File: src/crp_pkg.sv
package crp_pkg;

    localparam int MAX_CHANNELS_DEF = 15;
    localparam int CAL_FIELDS_DEF   = 3;
    localparam int QUEUE_DEPTH      = 2;

    localparam logic [7:0] END_TAG    = 8'hff;
    localparam logic [7:0] CAL_TAG    = 8'h04;
    localparam logic [3:0] LAYOUT_TWO = 4'h2;
    localparam logic [15:0] MIN_BUFFER = 16'd4;

    typedef enum logic [3:0] {
        ST_OK         = 4'd0,
        ST_INCOMPLETE = 4'd1,
        ST_EMPTY      = 4'd2,
        ST_CHECK      = 4'd3,
        ST_LAYOUT     = 4'd4,
        ST_SIZE       = 4'd5,
        ST_OVERRUN    = 4'd6,
        ST_DUPLICATE  = 4'd7,
        ST_ITEM_SIZE  = 4'd8,
        ST_MISSING    = 4'd9
    } status_t;

    localparam logic KIND_WORD   = 1'b0;
    localparam logic KIND_STATUS = 1'b1;

    typedef struct packed {
        logic [7:0] data_byte;
        logic       start_req;
    } byte_item_t;

    typedef struct packed {
        logic        kind;
        logic [3:0]  channel;
        logic [1:0]  field_index;
        logic [63:0] cal_value;
        logic [3:0]  status;
        logic        last;
    } result_t;

endpackage

File: src/calibration_record_parser.sv
// Calibration record parser.
// Input channel: one record byte per beat (byte_item), accepted when push is
//   high and full is low. start_req marks offset zero and restarts the parse.
// Result channel: queue-style; while empty is low the oldest result sits on
//   result, and it leaves on a clock edge with pop high.
// Each result is either one 64-bit calibration word (kind 0, with channel and
//   field) or the single final status of a record (kind 1, last 1). Commit
//   the words downstream only when that status is ok.
// Config: cfg_we/cfg_data write buffer_size at once; write it while idle.
// Throughput: one byte per cycle while full is low. The front parser classifies a
//   byte in the cycle it arrives; its result enters a small result queue.
// Latency: a result is queued at the edge that takes its byte, behind older ones.
// Stall: when pop is held low the queue fills and full rises, which holds
//   off further bytes; nothing is dropped.
// Reset: rst_n clears the parser to idle, buffer_size to zero and empties the
//   queue. Bytes without start_req while idle are ignored.
module calibration_record_parser #(
    parameter int MAX_CHANNELS = crp_pkg::MAX_CHANNELS_DEF,
    parameter int CAL_FIELDS   = crp_pkg::CAL_FIELDS_DEF
) (
    input  logic                clk,
    input  logic                rst_n,
    input  logic                cfg_we,
    input  logic [15:0]         cfg_data,
    input  logic                push,
    output logic                full,
    input  crp_pkg::byte_item_t byte_item,
    output logic                empty,
    input  logic                pop,
    output crp_pkg::result_t    result
);
    import crp_pkg::*;

    logic    accept;
    logic    res_valid;
    result_t res;

    // Take a byte only while the result queue can absorb its result.
    assign accept = push && !full;

    crp_front #(
        .MAX_CHANNELS(MAX_CHANNELS),
        .CAL_FIELDS  (CAL_FIELDS)
    ) u_front (
        .clk      (clk),
        .rst_n    (rst_n),
        .cfg_we   (cfg_we),
        .cfg_data (cfg_data),
        .in_valid (accept),
        .in_item  (byte_item),
        .res_valid(res_valid),
        .res      (res)
    );

    crp_queue #(
        .DEPTH(QUEUE_DEPTH)
    ) u_queue (
        .clk    (clk),
        .rst_n  (rst_n),
        .wr_en  (res_valid),
        .wr_data(res),
        .full   (full),
        .empty  (empty),
        .pop    (pop),
        .rd_data(result)
    );

endmodule

File: src/crp_front.sv
module crp_front #(
    parameter int MAX_CHANNELS = 15,
    parameter int CAL_FIELDS   = 3
) (
    input  logic                clk,
    input  logic                rst_n,
    input  logic                cfg_we,
    input  logic [15:0]         cfg_data,
    input  logic                in_valid,
    input  crp_pkg::byte_item_t in_item,
    output logic                res_valid,
    output crp_pkg::result_t    res
);
    import crp_pkg::*;

    typedef enum logic [7:0] {
        PH_IDLE    = 8'b0000_0001,
        PH_CHECK   = 8'b0000_0010,
        PH_SIZE_LO = 8'b0000_0100,
        PH_SIZE_HI = 8'b0000_1000,
        PH_TAG     = 8'b0001_0000,
        PH_LEN     = 8'b0010_0000,
        PH_DATA    = 8'b0100_0000,
        PH_SKIP    = 8'b1000_0000
    } phase_t;

    localparam logic [3:0] MAX_CH  = 4'(MAX_CHANNELS);
    localparam logic [1:0] LAST_FD = 2'(CAL_FIELDS - 1);
    localparam logic [8:0] WORD_BYTES = 9'(8 * CAL_FIELDS);

    phase_t      phase_reg, phase_next;
    logic [15:0] buf_size_reg;
    logic [15:0] offset_reg, offset_next;
    logic [15:0] total_reg, total_next;
    logic [3:0]  ch_count_reg, ch_count_next;
    logic [7:0]  tag_reg, tag_next;
    logic [15:0] end_reg, end_next;
    logic        seen_reg, seen_next;
    logic [63:0] shift_reg, shift_next;
    logic [2:0]  biw_reg, biw_next;
    logic [3:0]  chan_reg, chan_next;
    logic [1:0]  field_reg, field_next;

    logic [7:0]  b;
    logic [16:0] cur_p1;
    logic [16:0] item_stop;
    logic [8:0]  want_len;
    logic [63:0] word_val;

    assign b         = in_item.data_byte;
    assign cur_p1    = {1'b0, offset_reg} + 17'd1;
    assign item_stop = cur_p1 + {9'd0, b};
    assign want_len  = 9'(WORD_BYTES * ch_count_reg);
    assign word_val  = shift_reg | ({56'd0, b} << {biw_reg, 3'b000});

    always_comb
    begin
        phase_next    = phase_reg;
        offset_next   = offset_reg;
        total_next    = total_reg;
        ch_count_next = ch_count_reg;
        tag_next      = tag_reg;
        end_next      = end_reg;
        seen_next     = seen_reg;
        shift_next    = shift_reg;
        biw_next      = biw_reg;
        chan_next     = chan_reg;
        field_next    = field_reg;
        res_valid     = 1'b0;
        res           = '0;
        res.kind      = KIND_STATUS;
        res.last      = 1'b1;
        if (in_valid && in_item.start_req)
        begin
            offset_next = 16'd1;
            total_next  = '0;
            seen_next   = 1'b0;
            shift_next  = '0;
            biw_next    = '0;
            chan_next   = '0;
            field_next  = '0;
            end_next    = '0;
            if (buf_size_reg <= MIN_BUFFER)
            begin
                res_valid  = 1'b1;
                res.status = ST_INCOMPLETE;
                phase_next = PH_IDLE;
            end
            else if (b == END_TAG)
            begin
                res_valid  = 1'b1;
                res.status = ST_EMPTY;
                phase_next = PH_IDLE;
            end
            else
            begin
                tag_next      = b;
                ch_count_next = b[7:4];
                phase_next    = PH_CHECK;
            end
        end
        else if (in_valid && phase_reg != PH_IDLE)
        begin
            offset_next = cur_p1[15:0];
            case (phase_reg)
                PH_CHECK:
                begin
                    if (~tag_reg != b)
                    begin
                        res_valid  = 1'b1;
                        res.status = ST_CHECK;
                        phase_next = PH_IDLE;
                    end
                    else if (tag_reg[3:0] != LAYOUT_TWO || ch_count_reg > MAX_CH)
                    begin
                        res_valid  = 1'b1;
                        res.status = ST_LAYOUT;
                        phase_next = PH_IDLE;
                    end
                    else
                    begin
                        phase_next = PH_SIZE_LO;
                    end
                end
                PH_SIZE_LO:
                begin
                    total_next = {8'd0, b};
                    phase_next = PH_SIZE_HI;
                end
                PH_SIZE_HI:
                begin
                    total_next = {b, total_reg[7:0]};
                    if ({b, total_reg[7:0]} > buf_size_reg)
                    begin
                        res_valid  = 1'b1;
                        res.status = ST_SIZE;
                        phase_next = PH_IDLE;
                    end
                    else
                    begin
                        phase_next = PH_TAG;
                    end
                end
                PH_TAG:
                begin
                    if (b == END_TAG)
                    begin
                        res_valid  = 1'b1;
                        res.status = seen_reg ? ST_OK : ST_MISSING;
                        phase_next = PH_IDLE;
                    end
                    else if (cur_p1 >= {1'b0, total_reg})
                    begin
                        res_valid  = 1'b1;
                        res.status = ST_OVERRUN;
                        phase_next = PH_IDLE;
                    end
                    else
                    begin
                        tag_next   = b;
                        phase_next = PH_LEN;
                    end
                end
                PH_LEN:
                begin
                    if (item_stop >= {1'b0, total_reg})
                    begin
                        res_valid  = 1'b1;
                        res.status = ST_OVERRUN;
                        phase_next = PH_IDLE;
                    end
                    else
                    begin
                        end_next = item_stop[15:0];
                        if (tag_reg == CAL_TAG)
                        begin
                            if (seen_reg)
                            begin
                                res_valid  = 1'b1;
                                res.status = ST_DUPLICATE;
                                phase_next = PH_IDLE;
                            end
                            else if ({1'b0, b} != want_len)
                            begin
                                res_valid  = 1'b1;
                                res.status = ST_ITEM_SIZE;
                                phase_next = PH_IDLE;
                            end
                            else
                            begin
                                seen_next  = 1'b1;
                                shift_next = '0;
                                biw_next   = '0;
                                chan_next  = '0;
                                field_next = '0;
                                phase_next = (b == 8'd0) ? PH_TAG : PH_DATA;
                            end
                        end
                        else
                        begin
                            phase_next = (b == 8'd0) ? PH_TAG : PH_SKIP;
                        end
                    end
                end
                PH_DATA:
                begin
                    shift_next = word_val;
                    biw_next   = biw_reg + 3'd1;
                    if (biw_reg == 3'd7)
                    begin
                        res_valid       = 1'b1;
                        res.kind        = KIND_WORD;
                        res.last        = 1'b0;
                        res.status      = ST_OK;
                        res.channel     = chan_reg;
                        res.field_index = field_reg;
                        res.cal_value   = word_val;
                        shift_next      = '0;
                        if (field_reg >= LAST_FD)
                        begin
                            field_next = '0;
                            chan_next  = chan_reg + 4'd1;
                        end
                        else
                        begin
                            field_next = field_reg + 2'd1;
                        end
                    end
                    if (cur_p1 >= {1'b0, end_reg})
                    begin
                        phase_next = PH_TAG;
                    end
                end
                PH_SKIP:
                begin
                    if (cur_p1 >= {1'b0, end_reg})
                    begin
                        phase_next = PH_TAG;
                    end
                end
                default:
                begin
                    phase_next = PH_IDLE;
                end
            endcase
        end
    end

    always_ff @(posedge clk or negedge rst_n)
    begin
        if (!rst_n)
        begin
            phase_reg    <= PH_IDLE;
            buf_size_reg <= '0;
            offset_reg   <= '0;
            total_reg    <= '0;
            ch_count_reg <= '0;
            tag_reg      <= '0;
            end_reg      <= '0;
            seen_reg     <= 1'b0;
            shift_reg    <= '0;
            biw_reg      <= '0;
            chan_reg     <= '0;
            field_reg    <= '0;
        end
        else
        begin
            if (cfg_we)
            begin
                buf_size_reg <= cfg_data;
            end
            phase_reg    <= phase_next;
            offset_reg   <= offset_next;
            total_reg    <= total_next;
            ch_count_reg <= ch_count_next;
            tag_reg      <= tag_next;
            end_reg      <= end_next;
            seen_reg     <= seen_next;
            shift_reg    <= shift_next;
            biw_reg      <= biw_next;
            chan_reg     <= chan_next;
            field_reg    <= field_next;
        end
    end

endmodule

File: src/crp_queue.sv
module crp_queue #(
    parameter int DEPTH = 2
) (
    input  logic             clk,
    input  logic             rst_n,
    input  logic             wr_en,
    input  crp_pkg::result_t wr_data,
    output logic             full,
    output logic             empty,
    input  logic             pop,
    output crp_pkg::result_t rd_data
);
    import crp_pkg::*;

    localparam int PW = (DEPTH > 1) ? $clog2(DEPTH) : 1;
    localparam int CW = $clog2(DEPTH + 1);
    localparam logic [PW-1:0] LAST_PTR = PW'(DEPTH - 1);
    localparam logic [CW-1:0] FULL_CNT = CW'(DEPTH);

    result_t       slot_reg [DEPTH];
    logic [PW-1:0] wr_ptr_reg, rd_ptr_reg;
    logic [CW-1:0] count_reg, count_next;
    logic          do_wr, do_rd;

    assign full    = (count_reg == FULL_CNT);
    assign empty   = (count_reg == '0);
    assign do_wr   = wr_en && !full;
    assign do_rd   = pop && !empty;
    assign rd_data = slot_reg[rd_ptr_reg];

    always_comb
    begin
        count_next = count_reg;
        if (do_wr && !do_rd)
        begin
            count_next = count_reg + CW'(1);
        end
        else if (do_rd && !do_wr)
        begin
            count_next = count_reg - CW'(1);
        end
    end

    always_ff @(posedge clk)
    begin
        if (do_wr)
        begin
            slot_reg[wr_ptr_reg] <= wr_data;
        end
    end

    always_ff @(posedge clk or negedge rst_n)
    begin
        if (!rst_n)
        begin
            wr_ptr_reg <= '0;
            rd_ptr_reg <= '0;
            count_reg  <= '0;
        end
        else
        begin
            if (do_wr)
            begin
                wr_ptr_reg <= (wr_ptr_reg == LAST_PTR) ? '0 : wr_ptr_reg + PW'(1);
            end
            if (do_rd)
            begin
                rd_ptr_reg <= (rd_ptr_reg == LAST_PTR) ? '0 : rd_ptr_reg + PW'(1);
            end
            count_reg <= count_next;
        end
    end

    a_count_bound: assert property (@(posedge clk) disable iff (!rst_n)
        count_reg <= FULL_CNT)
        else $error("queue count above depth");

    a_push_grows: assert property (@(posedge clk) disable iff (!rst_n)
        (do_wr && !do_rd) |=> count_reg == $past(count_reg) + CW'(1))
        else $error("push did not grow queue");

    a_pop_shrinks: assert property (@(posedge clk) disable iff (!rst_n)
        (do_rd && !do_wr) |=> count_reg == $past(count_reg) - CW'(1))
        else $error("pop did not shrink queue");

endmodule

File: config.mk
export PLATFORM = sky130hd
export DESIGN_NAME = calibration_record_parser
export DESIGN_NICKNAME = d
export VERILOG_FILES = /design/src/crp_pkg.sv /design/src/calibration_record_parser.sv /design/src/crp_front.sv /design/src/crp_queue.sv
export SDC_FILE = /design/constraint.sdc
export NUM_CORES = 1
export LEC_CHECK = 0
export BUFFER_PORTS_ARGS = -buffer_cell sky130_fd_sc_hd__clkbuf_2
export CORE_AREA = 10 10 227 229
export DETAILED_ROUTE_END_ITERATION = 10
export DIE_AREA = 0 0 237 239
export PLACE_DENSITY = 0.61
export RECOVER_POWER = 50
export REMOVE_ABC_BUFFERS = 1
export SKIP_LAST_GASP = 1
export SLEW_MARGIN = 30
export SYNTH_ARGS = -nofsm -noshare
export SYNTH_HDL_FRONTEND = slang
export SYNTH_SLANG_ARGS = --single-unit
File: constraint.sdc
create_clock -name clk -period 10.8 [get_ports clk]
set_clock_uncertainty 0.1 [all_clocks]
set_input_delay 0.54 -clock clk [delete_from_list [all_inputs] [get_ports clk]]
set_output_delay 0.54 -clock clk [all_outputs]
set_load 0.01 [all_outputs]
==> impl_metrics.env <==
export IMPL_outcome="finished, violations left"
export IMPL_violations="capacitance limit, slew limit"
export IMPL_drv_cap=5
export IMPL_io_pins=108
export IMPL_synth_top_area_cell="edfxtp_1"
export IMPL_max_stage_delay_ns=0.68
export IMPL_setup_ws_ns=4.08
export IMPL_rsz0062_at_grt="false"
export IMPL_num_fill_cells=4579
export IMPL_ys_seq_area_frac=0.524
export IMPL_post_cts_buffers=0
export IMPL_grt_max_degree=84
export IMPL_cts_htree_levels=2
export IMPL_ys_seq_elements=312
export IMPL_firstDrtPassIters=5
export IMPL_grt_first_pass_wirelength_um=65800
export IMPL_syn_inst=1487
export IMPL_numCtsBuffers=36
export IMPL_combinationalPowerShare=0.266
export IMPL_ys_types=73
export IMPL_fin_total_pwr_uw=3670
export IMPL_p_switching_uw=1160
export IMPL_hpwlAfterDp_um=26400
export IMPL_initial_core_util=0.346
export IMPL_syn2layout_area_growth_pct=13.8
export IMPL_clock_latency_ns=0.56
export IMPL_crit_arrival_ns=7.05
export IMPL_irDropWorstVdd_mv=0.109
export IMPL_num_vias=11597
export IMPL_dp_cells=2132
export IMPL_fin_tns_setup_ns=0
export IMPL_holdCritPathClass="primary input to register"
export IMPL_cts_root_buf="clkbuf_16"
export IMPL_p_int_uw=2510
export IMPL_switching_share=0.315
export IMPL_final_nets=1671
export IMPL_post_drt_wl_per_cell_um=18.6
export IMPL_cts_resized=0
export IMPL_ys_top_cells_by_count="dfrtp_1, edfxtp_1, inv_1, a21oi_1, nor2_1"
export IMPL_leakagePower_uw=0.00701
export IMPL_yosys_area_top_type_share=0.276
export IMPL_postSynthAreaPerCell_um2=11.0
export IMPL_path_clk_slew_ns=0.06
export IMPL_overflow=0
export IMPL_die_area_um2=56600
export IMPL_io_buffers=107
export IMPL_crit_fanout=70
export IMPL_largest_reg_flops=150
export IMPL_start_kind="register"
export IMPL_relSlewSlack=-2.02
export IMPL_stdcell_count=2199
export IMPL_grt_use_total=0.143
export IMPL_yosysWarnings=0
export IMPL_cts_buffer_depth=3
export IMPL_tightest_slew_ns=4.54
export IMPL_drive_gt1_frac=0.167
export IMPL_period_needed_ns=6.72
export IMPL_synth_area_top_cells="edfxtp_1, dfrtp_1, ha_1"
export IMPL_critPathKind="register to register"
export IMPL_synth_area_um2=16300
export IMPL_synth_edff_count=150
export IMPL_routed_via_density=5.27
export IMPL_die_h_um=239
export IMPL_async_flop_share=0.519
export IMPL_place_gp_congestion=0.844
export IMPL_grt_pass1_vias=11679
export IMPL_fmax_mhz=149
export IMPL_rows=80
export IMPL_slew_violations=263
export IMPL_cts_sinks=312
export IMPL_core_area_um2=47100
export IMPL_drtIter0Drc=928
export IMPL_dp_slack_ns=4.07
export IMPL_finalHoldViolations=0
export IMPL_tritoncts="yes"
export IMPL_insertedDiodeCount=0
export IMPL_end_kind="register"
export IMPL_clkPwrFrac=0.349
export IMPL_antenna_left=0
export IMPL_pwr_density_cell_nw_per_um2=198
export IMPL_synth_most_common_cell="dfrtp_1"
export IMPL_cp_cell_sequence="ha_1 -> nand3_1 -> xnor2_1 -> ha_1 -> o21ai_0 -> o21bai_1 -> a21o_1 -> a21o_1 -> nor2b_1 -> xnor2_1 -> ha_1 -> a21o_1 -> a21o_1 -> a221o_1 -> or4_1 -> a311oi_4 -> buf_4 -> o22a_4 -> buf_16 -> a21oi_2"
export IMPL_cpMaxStageDelayCell="buf_4"
export IMPL_crit_required_ns=11.13
export IMPL_period_share=0.622
export IMPL_setup_violations=0
export IMPL_wl_um=40900
export IMPL_route_detailed_drc=0
export IMPL_antenna_found_initial=2
export IMPL_ys_flop_type="dfrtp_1"
export IMPL_die_w_um=237
export IMPL_cpMostUsedCell="a21o_1"
export IMPL_fin_util=0.394
export IMPL_seq_power_share=0.385
## final cells by class
| class | count | area [um^2] | share of cell area |
|---|---|---|---|
| Timing Repair Buffer | 125 | 627 | 0.0337 |
| Tap cell | 615 | 769 | 0.0414 |
| Multi-Input combinational cell | 946 | 6870 | 0.370 |
| Clock buffer | 43 | 947 | 0.0510 |
| Sequential cell | 312 | 8560 | 0.461 |
| Inverter | 135 | 507 | 0.0273 |
| Clock inverter | 23 | 300 | 0.0162 |
## stage by stage
stage,hold slack [ns],instance area [um^2]
floorplan,0.144,15900
global placement,0.393,17400
detailed placement,0.396,17400
CTS,0.0725,18700
global route,0.103,18600
finish,0.0948,18600
## cells by family (layout without fill, tap and decap cells)
group / count (synthesis) / in the layout / share of synthesized area
XOR/XNOR: 46 / 46 / 0.0251
AND/OR/NAND/NOR: 342 / 342 / 0.106
AO/OA/AOI/OAI: 378 / 378 / 0.156
adder cells (fa/ha/maj): 85 / 85 / 0.0661
flip-flops: 312 / 312 / 0.524
multiplexers: 95 / 95 / 0.0652
buffers and inverters: 229 / 326 / 0.0565
## what timing repair did
action                                  CTS  global route
endpoints found under the hold margin    78             0
endpoints found under the setup margin    0             0
hold buffers                              1             0
## worst paths after layout
path / from / depth (start not counted) / to / slack, ns
worst max-delay path: u_front.offset_reg[0] / 20 / u_front.shift_reg[63] / 4.08
worst min-delay path: cfg_data[6] / 3 / u_front.buf_size_reg[6] / 0.09
worst max register to register: u_front.offset_reg[0] / 20 / u_front.shift_reg[63] / 4.08
worst min register to register: u_front.end_reg[4] / 1 / u_front.end_reg[4] / 0.41
max in group asynchronous: rst_n / 2 / u_front.buf_size_reg[14] / 5.99
min in group asynchronous: rst_n / 2 / u_front.offset_reg[10] / 2.09
## worst max-delay path: cells and delay by family, from the launching register on
kind / cells / cell delay [ns]
DFF: 1 / 0.57
buffers and inverters: 2 / 0.98
AOI/OAI and AO/OA: 10 / 2.31
and+or+nand+nor: 3 / 0.83
adders and majority gates: 3 / 1.02
xor gates and xnor gates: 2 / 0.70
## power groups by stage
stage / Combinational (uW) / Sequential [uW] / Clock (uW)
3_3_place_gp: 972 / 1430 / 0
3_5_place_dp: 991 / 1430 / 0
2_1_floorplan: 629 / 1450 / 0
4_1_cts: 1000 / 1410 / 1320
6_report: 976 / 1410 / 1280
5_1_grt: 1090 / 1420 / 1370
## per-layer routing
layer | GRT usage | up-vias | part of all wire
li1 | - | 5501 | -
met1 | 0.183 | 5712 | 0.43
met2 | 0.237 | 314 | 0.49
met3 | 0.0325 | 66 | 0.061
met4 | 0.0384 | 4 | 0.019
met5 | 0 | - | 0.00066
## placed cells by master, fill, tap and decap left out, drive strengths merged, types with 6 or more instances in the layout
cell and instances:
nand2b 6, and3 10, clkinv 14, nor3 25, xnor2 36, buf 14
dfrtp 161, ha 83, and2 8, mux2 91, o211ai 67, xor2 10
edfxtp 150, o21ai 61, nor2b 7, o31ai 6, nor2 110, nand2 66
a21oi 161, nand4 21, nor4 12, inv 137, clkbuf 153, nand3 48
a21o 14, a22o 24, bufinv 6, or2 6
Power figures use the tool's default switching activity.
